File: src/rtl/core/tbdss_pkg.sv
// shared types, constants and helpers of the display serializer
package tbdss_pkg;

    // width of the byte on the input word
    localparam int BYTE_BITS   = 8;
    // data bits sent per byte on the serial line
    localparam int DATA_BITS   = 8;
    // register-select bit plus write bit
    localparam int HEADER_BITS = 2;
    localparam int FRAME_BITS  = DATA_BITS + HEADER_BITS;
    localparam int CNT_W       = $clog2(FRAME_BITS + 1);
    // read/write bit value for a write access
    localparam logic RW_WRITE  = 1'b0;

    // decoupling queue between front and back
    localparam int QUEUE_DEPTH = 2;
    localparam int QPTR_W      = $clog2(QUEUE_DEPTH);
    localparam int QCNT_W      = $clog2(QUEUE_DEPTH + 1);

    // one classified byte waiting for the serializer
    typedef struct packed {
        logic [DATA_BITS-1:0] data;
        logic                 header;
        logic                 mode;
        logic                 last;
    } t_desc;

    // zero-extend or truncate a byte to the data bit count
    function automatic logic [DATA_BITS-1:0] fit_byte(input logic [BYTE_BITS-1:0] b);
        logic [DATA_BITS+BYTE_BITS-1:0] wide;
        wide = {{DATA_BITS{1'b0}}, b};
        return wide[DATA_BITS-1:0];
    endfunction

endpackage

File: src/rtl/core/tbdss_if.sv
// handshake interfaces for byte input words and serial bit output words
interface tbdss_in_if;
    import tbdss_pkg::*;

    logic                 valid;
    logic                 ready;
    logic [BYTE_BITS-1:0] data_byte;
    logic                 is_data;
    logic                 last_byte;

    modport source (output valid, data_byte, is_data, last_byte, input ready);
    modport sink   (input valid, data_byte, is_data, last_byte, output ready);
endinterface

interface tbdss_out_if;
    logic valid;
    logic ready;
    logic serial_bit;
    logic select_active;
    logic last_of_byte;
    logic transfer_end;

    modport source (output valid, serial_bit, select_active, last_of_byte, transfer_end,
                    input ready);
    modport sink   (input valid, serial_bit, select_active, last_of_byte, transfer_end,
                    output ready);
endinterface

File: src/rtl/core/ten_bit_display_spi_serializer.sv
// top level: three-wire display serializer, front end, queue and bit shifter
// accepted bytes pass the queue and the shifter to the registered output bit
// throughput: one bit word per cycle from the back-end shifter unless the
//   output stalls; a byte is 10 bits with its rs/rw header, 8 without it
// reset: synchronous active low; clears the transfer state, the queue and
//   the output valid; the block takes words as soon as reset is released
module ten_bit_display_spi_serializer (
    input  logic        i_clk,
    input  logic        i_rst_n,
    tbdss_in_if.sink    i_in,
    tbdss_out_if.source o_out
);
    import tbdss_pkg::*;

    logic  push_valid;
    logic  push_ready;
    t_desc push_desc;
    logic  pop_valid;
    logic  pop_ready;
    t_desc pop_desc;

    // classify words and track the open transfer
    tbdss_front u_front (
        .i_clk        (i_clk),
        .i_rst_n      (i_rst_n),
        .i_in         (i_in),
        .o_push_valid (push_valid),
        .o_push_desc  (push_desc),
        .i_push_ready (push_ready)
    );

    // decoupling queue
    tbdss_queue u_queue (
        .i_clk        (i_clk),
        .i_rst_n      (i_rst_n),
        .i_push_valid (push_valid),
        .i_push_desc  (push_desc),
        .o_push_ready (push_ready),
        .o_pop_valid  (pop_valid),
        .o_pop_desc   (pop_desc),
        .i_pop_ready  (pop_ready)
    );

    // serial bit shifter with output register
    tbdss_back u_back (
        .i_clk       (i_clk),
        .i_rst_n     (i_rst_n),
        .i_pop_valid (pop_valid),
        .i_pop_desc  (pop_desc),
        .o_pop_ready (pop_ready),
        .o_out       (o_out)
    );

endmodule

File: src/rtl/core/tbdss_front.sv
// front end: tracks the transfer and decides which bytes carry a header
module tbdss_front (
    input  logic             i_clk,
    input  logic             i_rst_n,
    tbdss_in_if.sink         i_in,
    output logic             o_push_valid,
    output tbdss_pkg::t_desc o_push_desc,
    input  logic             i_push_ready
);
    import tbdss_pkg::*;

    logic r_open, n_open;
    logic r_mode, n_mode;
    logic r_hdr_done, n_hdr_done;
    logic cur_mode;
    logic send_hdr;
    logic accept;

    assign i_in.ready   = i_push_ready;
    assign o_push_valid = i_in.valid;
    assign accept       = i_in.valid && i_push_ready;

    // mode comes from the first word of a transfer, header is due unless already sent
    assign cur_mode = r_open ? r_mode : i_in.is_data;
    assign send_hdr = !(r_open && r_hdr_done);

    // classified word into the queue
    always_comb begin
        o_push_desc.data   = fit_byte(i_in.data_byte);
        o_push_desc.header = send_hdr;
        o_push_desc.mode   = cur_mode;
        o_push_desc.last   = i_in.last_byte;
    end

    // transfer state after an accepted word
    always_comb begin
        n_open     = r_open;
        n_mode     = r_mode;
        n_hdr_done = r_hdr_done;
        if (accept) begin
            if (i_in.last_byte) begin
                n_open     = 1'b0;
                n_mode     = 1'b0;
                n_hdr_done = 1'b0;
            end else begin
                n_open     = 1'b1;
                n_mode     = cur_mode;
                // data transfers send the header once, command transfers every byte
                n_hdr_done = cur_mode;
            end
        end
    end

    // transfer state registers
    always_ff @(posedge i_clk) begin
        if (!i_rst_n) begin
            r_open     <= 1'b0;
            r_mode     <= 1'b0;
            r_hdr_done <= 1'b0;
        end else begin
            r_open     <= n_open;
            r_mode     <= n_mode;
            r_hdr_done <= n_hdr_done;
        end
    end

endmodule

File: src/rtl/core/tbdss_queue.sv
// small fifo that decouples the front end from the bit shifter
module tbdss_queue (
    input  logic             i_clk,
    input  logic             i_rst_n,
    input  logic             i_push_valid,
    input  tbdss_pkg::t_desc i_push_desc,
    output logic             o_push_ready,
    output logic             o_pop_valid,
    output tbdss_pkg::t_desc o_pop_desc,
    input  logic             i_pop_ready
);
    import tbdss_pkg::*;

    t_desc             r_mem [QUEUE_DEPTH];
    logic [QPTR_W-1:0] r_wr_ptr, n_wr_ptr;
    logic [QPTR_W-1:0] r_rd_ptr, n_rd_ptr;
    logic [QCNT_W-1:0] r_count, n_count;
    logic              push;
    logic              pop;

    assign o_push_ready = (r_count != QCNT_W'(QUEUE_DEPTH));
    assign o_pop_valid  = (r_count != '0);
    assign o_pop_desc   = r_mem[r_rd_ptr];
    assign push         = i_push_valid && o_push_ready;
    assign pop          = o_pop_valid && i_pop_ready;

    // pointer and fill level update
    always_comb begin
        n_wr_ptr = r_wr_ptr;
        n_rd_ptr = r_rd_ptr;
        n_count  = r_count;
        if (push) begin
            n_wr_ptr = (r_wr_ptr == QPTR_W'(QUEUE_DEPTH - 1)) ? '0 : r_wr_ptr + 1'b1;
        end
        if (pop) begin
            n_rd_ptr = (r_rd_ptr == QPTR_W'(QUEUE_DEPTH - 1)) ? '0 : r_rd_ptr + 1'b1;
        end
        case ({push, pop})
            2'b10:   n_count = r_count + 1'b1;
            2'b01:   n_count = r_count - 1'b1;
            default: n_count = r_count;
        endcase
    end

    // control registers
    always_ff @(posedge i_clk) begin
        if (!i_rst_n) begin
            r_wr_ptr <= '0;
            r_rd_ptr <= '0;
            r_count  <= '0;
        end else begin
            r_wr_ptr <= n_wr_ptr;
            r_rd_ptr <= n_rd_ptr;
            r_count  <= n_count;
        end
    end

    // storage
    always_ff @(posedge i_clk) begin
        if (push) begin
            r_mem[r_wr_ptr] <= i_push_desc;
        end
    end

endmodule

File: src/rtl/core/tbdss_back.sv
// back end: shifts header and data bits out one per unstalled cycle
module tbdss_back (
    input  logic             i_clk,
    input  logic             i_rst_n,
    input  logic             i_pop_valid,
    input  tbdss_pkg::t_desc i_pop_desc,
    output logic             o_pop_ready,
    tbdss_out_if.source      o_out
);
    import tbdss_pkg::*;

    logic                  r_busy, n_busy;
    logic [FRAME_BITS-1:0] r_shift, n_shift;
    logic [CNT_W-1:0]      r_cnt, n_cnt;
    logic                  r_last, n_last;
    logic                  r_ov, n_ov;
    logic                  r_bit, n_bit;
    logic                  r_lob, n_lob;
    logic                  r_end, n_end;
    logic                  out_free;
    logic                  final_bit;
    logic                  pop;
    logic [FRAME_BITS-1:0] load_frame;
    logic [CNT_W-1:0]      load_cnt;

    assign out_free    = !r_ov || o_out.ready;
    assign final_bit   = (r_cnt == CNT_W'(1));
    // refill when idle or as the final bit of the current byte leaves
    assign o_pop_ready = !r_busy || (out_free && final_bit);
    assign pop         = i_pop_valid && o_pop_ready;

    // frame left-aligned: optional rs and rw bits, then data msb first
    always_comb begin
        if (i_pop_desc.header) begin
            load_frame = {i_pop_desc.mode, RW_WRITE, i_pop_desc.data};
            load_cnt   = CNT_W'(FRAME_BITS);
        end else begin
            load_frame = {i_pop_desc.data, {HEADER_BITS{1'b0}}};
            load_cnt   = CNT_W'(DATA_BITS);
        end
    end

    // shifter and output register next state
    always_comb begin
        n_busy  = r_busy;
        n_shift = r_shift;
        n_cnt   = r_cnt;
        n_last  = r_last;
        n_ov    = r_ov;
        n_bit   = r_bit;
        n_lob   = r_lob;
        n_end   = r_end;
        if (out_free) begin
            n_ov = r_busy;
            if (r_busy) begin
                n_bit   = r_shift[FRAME_BITS-1];
                n_lob   = final_bit;
                n_end   = final_bit && r_last;
                n_shift = {r_shift[FRAME_BITS-2:0], 1'b0};
                n_cnt   = r_cnt - 1'b1;
                if (final_bit) begin
                    n_busy = 1'b0;
                end
            end
        end
        if (pop) begin
            n_busy  = 1'b1;
            n_shift = load_frame;
            n_cnt   = load_cnt;
            n_last  = i_pop_desc.last;
        end
    end

    // control registers
    always_ff @(posedge i_clk) begin
        if (!i_rst_n) begin
            r_busy <= 1'b0;
            r_ov   <= 1'b0;
        end else begin
            r_busy <= n_busy;
            r_ov   <= n_ov;
        end
    end

    // payload registers
    always_ff @(posedge i_clk) begin
        r_shift <= n_shift;
        r_cnt   <= n_cnt;
        r_last  <= n_last;
        r_bit   <= n_bit;
        r_lob   <= n_lob;
        r_end   <= n_end;
    end

    assign o_out.valid         = r_ov;
    assign o_out.serial_bit    = r_bit;
    assign o_out.select_active = 1'b1;
    assign o_out.last_of_byte  = r_lob;
    assign o_out.transfer_end  = r_end;

endmodule

File: src/flat_wrapper.sv
// flat-port wrapper written by rule: the top's interface ports become plain ports
module ten_bit_display_spi_serializer_flat import tbdss_pkg::*;
  (i_clk, i_rst_n, i_in_valid, i_in_data_byte, i_in_is_data, i_in_last_byte, i_in_ready, o_out_valid, o_out_serial_bit, o_out_select_active, o_out_last_of_byte, o_out_transfer_end, o_out_ready);
  tbdss_in_if i_in_i ();
  tbdss_out_if o_out_i ();
  input  logic i_clk;
  input  logic i_rst_n;
  input wire logic [$bits(i_in_i.valid)-1:0] i_in_valid;
  input wire logic [$bits(i_in_i.data_byte)-1:0] i_in_data_byte;
  input wire logic [$bits(i_in_i.is_data)-1:0] i_in_is_data;
  input wire logic [$bits(i_in_i.last_byte)-1:0] i_in_last_byte;
  output wire logic [$bits(i_in_i.ready)-1:0] i_in_ready;
  output wire logic [$bits(o_out_i.valid)-1:0] o_out_valid;
  output wire logic [$bits(o_out_i.serial_bit)-1:0] o_out_serial_bit;
  output wire logic [$bits(o_out_i.select_active)-1:0] o_out_select_active;
  output wire logic [$bits(o_out_i.last_of_byte)-1:0] o_out_last_of_byte;
  output wire logic [$bits(o_out_i.transfer_end)-1:0] o_out_transfer_end;
  input wire logic [$bits(o_out_i.ready)-1:0] o_out_ready;
  assign i_in_i.valid = i_in_valid;
  assign i_in_i.data_byte = i_in_data_byte;
  assign i_in_i.is_data = i_in_is_data;
  assign i_in_i.last_byte = i_in_last_byte;
  assign i_in_ready = i_in_i.ready;
  assign o_out_valid = o_out_i.valid;
  assign o_out_serial_bit = o_out_i.serial_bit;
  assign o_out_select_active = o_out_i.select_active;
  assign o_out_last_of_byte = o_out_i.last_of_byte;
  assign o_out_transfer_end = o_out_i.transfer_end;
  assign o_out_i.ready = o_out_ready;
  ten_bit_display_spi_serializer u_core (.i_clk(i_clk), .i_rst_n(i_rst_n), .i_in(i_in_i), .o_out(o_out_i));
endmodule
File: config.mk
export PLATFORM = sky130hd
export DESIGN_NAME = ten_bit_display_spi_serializer_flat
export DESIGN_NICKNAME = d
export VERILOG_FILES = /design/src/rtl/core/tbdss_pkg.sv /design/src/rtl/core/tbdss_if.sv /design/src/rtl/core/ten_bit_display_spi_serializer.sv /design/src/rtl/core/tbdss_front.sv /design/src/rtl/core/tbdss_queue.sv /design/src/rtl/core/tbdss_back.sv /design/src/flat_wrapper.sv
export SDC_FILE = /design/constraint.sdc
export NUM_CORES = 1
export LEC_CHECK = 0
export BUFFER_PORTS_ARGS = -buffer_cell sky130_fd_sc_hd__buf_4
export CAP_MARGIN = 25
export CORE_ASPECT_RATIO = 1.25
export CORE_MARGIN = 2
export CORE_UTILIZATION = 40
export CTS_BUF_LIST = sky130_fd_sc_hd__clkbuf_2
export DETAILED_ROUTE_END_ITERATION = 10
export GPL_TIMING_DRIVEN = 0
export PLACE_DENSITY_LB_ADDON = 0.12
export SLEW_MARGIN = 10
export SYNTH_ARGS = -nofsm -noshare
export SYNTH_HDL_FRONTEND = slang
export SYNTH_SLANG_ARGS = --single-unit
File: constraint.sdc
create_clock -name i_clk -period 2.3 [get_ports i_clk]
set_input_delay 0.23 -clock i_clk [delete_from_list [all_inputs] [get_ports i_clk]]
set_output_delay 0.23 -clock i_clk [all_outputs]
set_load 0.02 [all_outputs]
# Yosys cells after proc, flatten, opt, wreduce, memory -nomap -nowiden
# Memory sizes are Yosys's and may differ from the RTL's. A register that Yosys moved wholly into a read port is not among the register bits.
# Index checks and enable logic that the tools add are counted.
# word_totals
mem_count,1
input_bits,14
latch_bits,0
ram_bits,22
output_inout_bits,6
regBits,26
mem_bits_ro,0
word_cells,61
# op_classes
n_eq_ne,4
n_addsub,5
n_bitwise,0
n_reduce_logical,16
magnitude_cmp,0
div_mod_pow,0
n_shift,0
mux,22
mul,0
# mem_list
name,depth,word_bits,read_ports,rd_ports_with_merged_regs,wr,line,rtl
u_core.u_queue.r_mem,2,11,1,1,1,tbdss_queue.sv:14,t_desc r_mem [QUEUE_DEPTH];
# op_table
op,n
10-bit 2-to-1 mux,4
1-bit 2-to-1 mux,13
4-bit 2-to-1 mux,3
2-bit nonzero test,4
1-bit logical AND,5
4-bit by 1-bit == test with 1-bit output (second input constant),1
2-bit case mux with 2 select lines,1
2-bit AND reduction,2
4-bit by 1-bit subtractor with 4-bit output (second input constant),1
1-bit zero test,3
1-bit adder (second input constant),2
2-bit by 1-bit adder with 2-bit output (second input constant),1
2-bit by 1-bit == test with 1-bit output (second input constant),1
2-bit == test (second input constant),1
1-bit logical OR,2
2-bit 2-to-1 mux,1
2-bit inequality test (second input constant),1
2-bit by 1-bit subtractor with 2-bit output (second input constant),1

# Logic depth before layout (Yosys ltp)
# depth
depth_word,7
mapped_depth,9
mapped_depth_nobuf,8

# Modules after synthesis
# From an unflattened synthesis, not the netlist that was laid out.
# unflattened
hier_cells,152
hier_area_um2,2232.1
# by_module_without_submodules
mod,cells_per_inst,area_each_um2,instances,seq_area_each_um2
tbdss_queue,58,1024.7,1,760.7
tbdss_back,70,1009.7,1,580.6
tbdss_front,24,197.7,1,40.0

# Worst setup path after synthesis
# No wires, ideal clock.
# synth_path
path_kind,flip-flop to flip-flop
from,reg u_core.u_back.r_cnt[1]
to,reg u_core.u_queue.r_count[1]
t_required_ns,2.230
n_path_buf,1
stages_incl_launch_ff,9
slack_ns,-0.076
period_less_slack_ns,2.376
setup_time_ns,0.070
t_arrival_ns,2.306
cell_sequence,edfxtp_1 > inv_1 > ha_1 > or3b_4 > o31ai_4 > buf_8 > ha_1 > or3_1 > a21oi_1
# synth_via
elab_chain_cells,6
elab_cells_between_ends,8
classes_between,eq/ne: 3; mux: 1; reduce/logical: 4
# synth_rtl
item,line,rtl
"start, declared",tbdss_back.sv:14,"logic [CNT_W-1:0] r_cnt, n_cnt;"
"start signal, assigned",tbdss_back.sv:88,r_cnt <= n_cnt;
4-bit by 1-bit == test with 1-bit output (*),tbdss_back.sv:27,assign final_bit = (r_cnt == CNT_W'(1));
1-bit logical AND (*),tbdss_back.sv:29,assign o_pop_ready = !r_busy || (out_free && final_bit);
1-bit logical OR (*),tbdss_back.sv:29,
1-bit logical AND (*),tbdss_queue.sv:25,assign pop = o_pop_valid && i_pop_ready;
2-bit by 1-bit == test with 1-bit output / 2-bit == test (equally long branches),tbdss_queue.sv:38,"case ({push, pop})"
2-bit case mux with 2 select lines / 2-bit nonzero test (equally long branches),n/a,
"end signal, assigned",tbdss_queue.sv:54,r_count <= n_count;
"end, declared",tbdss_queue.sv:17,"logic [QCNT_W-1:0] r_count, n_count;"
# Mark *: on every way between the ends. The rest lies on a longest branch, timed or not.
# A chain may end at the register's enable or synchronous reset.

# Worst setup path in the final report
# Same ends and word-level chain as after synthesis.

==> results.json <==
{
  "synth_most_common_cell": "edfxtp_1",
  "ff2ff_setup_slack_ns": 0.05,
  "via_per_inst": 4.813,
  "maxCapViolCount": 0,
  "start_kind": "flop",
  "n_antenna_cell": 0,
  "clk_pin_slew_ns": 0.26,
  "port_buffers": 18,
  "path_buf_inv": 2,
  "overflow": 0,
  "power.leakage_uw": 0.001087,
  "cp_max_fo": 7,
  "hold_path_end": "u_core.u_front.r_open$_SDFFE_PN0P_",
  "worstPathCellList": "inv_2 > ha_4 > or3b_4 > o31ai_4 > buf_8 > ha_4 > xnor2_2 > or3_1 > a21oi_2",
  "dp_cells": 227,
  "cp_num_cells": 9,
  "cp.arrival_ns": 2.66,
  "grt.total_usage_pct": 12.43,
  "ant_nets": 0,
  "min_period_over_period_pct": 97.99,
  "ys_top_cells_by_area": "edfxtp_1 (56%), mux2i_1 (13%), dfxtp_1 (8.3%), mux2_2 (4.7%), ha_1 (1.7%)",
  "dpl_cell_area_mm2": 0.002394,
  "die_x_um": 69.74,
  "synth_warnings": 0,
  "seq_area_frac_synth_pct": 63.93,
  "holdPathStages": 2,
  "place_ws_ns": -0.2163,
  "power.total_uw": 2998,
  "synth_top_area_cell": "edfxtp_1",
  "synth-seq-cells": 49,
  "regToRegEndpoint": "u_core.u_queue.r_count[1]$_SDFFE_PN0P_",
  "r2r_start": "u_core.u_back.r_cnt[1]$_DFFE_PP_",
  "multi_input_area_um2": 754.5,
  "clock_latency_ns": 0.43,
  "cts-htree-levels": 2,
  "num-fill-cells": 462,
  "area_growth_pct": 23.39,
  "synth_area_mm2": 0.002161,
  "hp-class": "primary input to flop",
  "cts_made_buffers": 5,
  "outcome": "complete, no violations",
  "end_kind": "flop",
  "grt_pass1_wl_um": 5809,
  "crit_family": "simple AND/OR/NAND/NOR gates",
  "critPathSlowestCell": "edfxtp_1",
  "syn-num-nets": 163,
  "die_h_um": 86.18,
  "finClkSkew_ns": 0.03906,
  "routedWlPerCell_um": 13.73,
  "wl_um": 3514,
  "drt_iter0_drc": 41,
  "path_common_cell": "ha_4",
  "gp_congestion": 0.7246,
  "critPathMaxStageDelay_ns": 0.44,
  "avgSynthCellArea_um2": 14.80,
  "dr.pass1.iters": 4,
  "synth_top_family_by_area": "multiplexers",
  "postLayoutCellArea_mm2": 0.002666,
  "clock.fmax_ghz": 0.4437,
  "synthTopCellsByCount": "edfxtp_1 (40), mux2i_1 (28), dfxtp_1 (9), mux2_2 (9)",
  "yosys.area_share.adder_pct": 1.737,
  "antenna_found_initial": 0,
  "synthSimpleGateAreaFrac_pct": 6.601,
  "dp.final_hpwl_um": 2519,
  "rsz0062_at_grt": "true",
  "cts.sinks": 49,
  "dieArea_mm2": 0.006010,
  "grt_pass1_vias": 1255,
  "finalNetCount": 210,
  "synthFlopType": "edfxtp_1",
  "r2r_cells": 9,
  "crit_type": "flop to flop",
  "whs_ns": 0.04027,
  "ioPinCount": 20,
  "synth_compound_area_share_pct": 4.053,
  "synth_top_area_share_pct": 55.59,
  "slew_viol_final": 0,
  "grt_max_degree": 16,
  "clk_path_buf_depth": 2,
  "num_vias": 1232,
  "worst_pin_slew_ns": 0.8918,
  "synth_edf_count": 40,
  "synth_cells": 146,
  "regArea_mm2": 0.001381,
  "floorplan.initialDensity_pct": 41.94,
  "setup_viol": 0,
  "async_flop_share_pct": 0,
  "hold_viol_final": 0,
  "cp_data_required_time_ns": 2.70,
  "ys_types": 30,
  "min_from": "i_in_valid",
  "core_area_mm2": 0.005152,
  "cts_tree": "yes",
  "ir_worst_vdd_mv": 0.5638,
  "layout_setup_ws_ns": 0.04624,
  "p_per_area_mw_per_mm2": 1125,
  "min_period_ns": 2.254,
  "cts_root_buf": "clkbuf_2",
  "drive_gt1_share_pct": 31.44,
  "rows": 29,
  "synthMuxAreaShare_pct": 19.05,
  "synth_xor_area_share_pct": 1.621,
  "drcViolationCount": 0,
  "instances_no_fill": 256,
  "relSlewSlack_pct": 40.55
}
-- stage by stage --
stage                      TNS, ns  util, %
final                            0    51.75
after detailed placement   -0.2261    46.45
after floorplan                  0        -
after CTS                        0    49.68
after global routing      -0.05654    51.75
after global placement     -0.1663    46.31
-- sequential cells by signal (all words and copies together) (netlist names), named ones only --
| register | cells |
|---|---|
| u_core.u_back.o_out.last_of_byte | 1 |
| u_core.u_back.o_out.serial_bit | 1 |
| u_core.u_back.o_out.transfer_end | 1 |
| u_core.u_back.o_out.valid | 1 |
| u_core.u_back.r_busy | 1 |
| u_core.u_back.r_cnt | 4 |
| u_core.u_back.r_last | 1 |
| u_core.u_back.r_shift | 10 |
| u_core.u_front.r_mode | 1 |
| u_core.u_front.r_open | 1 |
| u_core.u_queue.r_count | 2 |
| u_core.u_queue.r_mem | 22 |
| u_core.u_queue.r_rd_ptr | 1 |
| u_core.u_queue.r_wr_ptr | 1 |
-- per-layer routing --
layer	share of wire, %	GRT usage [%]
met2	52	22.03
met5	0	0
met4	1.7	4.720
met1	44	14.41
met3	2.6	3.488
-- worst reg2reg max path: stages, from the launching register on --
cell,delay [ns]
edfxtp_1,0.44
inv_2,0.09
ha_4,0.12
or3b_4,0.40
o31ai_4,0.32
buf_8,0.17
ha_4,0.14
xnor2_2,0.06
or3_1,0.39
a21oi_2,0.13
-- logic make-up after synthesis --
group,after synthesis
flops,49
mux,39
simple gates,25
compound gates,13
buf+inv,12
xor+xnor,4
fa+ha+maj,3
other cells,1
-- layout by cell type (no fill, tap or decap), types with 4 or more instances in the layout --
| cell type | count |
|---|---|
| o21ai_0 | 4 |
| dfxtp_1 | 9 |
| inv_1 | 6 |
| a21oi_1 | 5 |
| dlygate4sd3_1 | 9 |
| clkbuf_2 | 6 |
| nor2_1 | 7 |
| nor2b_1 | 4 |
| edfxtp_1 | 40 |
| buf_4 | 32 |
| mux2i_1 | 28 |
| mux2_2 | 9 |
-- worst max-delay path by stage --
stage / start / to / slack [ns]
finish: u_core.u_back.r_cnt[1]$_DFFE_PP_ / u_core.u_queue.r_count[1]$_SDFFE_PN0P_ / 0.05
CTS: u_core.u_back.r_cnt[1]$_DFFE_PP_ / u_core.u_queue.r_count[1]$_SDFFE_PN0P_ / 0.02
floorplan: u_core.u_back.r_cnt[1]$_DFFE_PP_ / u_core.u_queue.r_count[1]$_SDFFE_PN0P_ / 0.01
detailed placement: u_core.u_back.r_cnt[1]$_DFFE_PP_ / u_core.u_queue.r_count[1]$_SDFFE_PN0P_ / -0.22
global placement: u_core.u_back.r_cnt[1]$_DFFE_PP_ / u_core.u_queue.r_count[1]$_SDFFE_PN0P_ / -0.17
global route: u_core.u_back.r_cnt[1]$_DFFE_PP_ / u_core.u_queue.r_count[1]$_SDFFE_PN0P_ / -0.05
-- repair_timing --
| action | CTS | global route |
|---|---|---|
| endpoints found under the setup margin | 2 | 1 |
| gates cloned | 0 | 0 |
| hold buffers | 9 | 0 |
| pin swaps | 1 | 4 |
| endpoints found under the hold margin | 18 | 0 |
| buffers inserted | 1 | 11 |
| resized for setup | 0 | 5 |
-- power breakdown --
group	internal (uW)	leakage, uW	switching (uW)	total [uW]
Sequential	1320	0.000450	132	1450
Combinational	602	0.000594	487	1090
Clock	191	0.0000432	264	455
Total	2120	0.00109	883	3000
-- layout make-up --
cell class | instances | area share [%]
well taps | 62 | 2.909
repair buffers | 40 | 12.11
clock buffers | 6 | 1.126
multi-input cells | 85 | 28.30
clock inverters | 2 | 1.455
plain buffers | 5 | 1.314
inverters | 7 | 0.9855
flip-flops and latches | 49 | 51.81
Power figures use the tool's default switching activity.
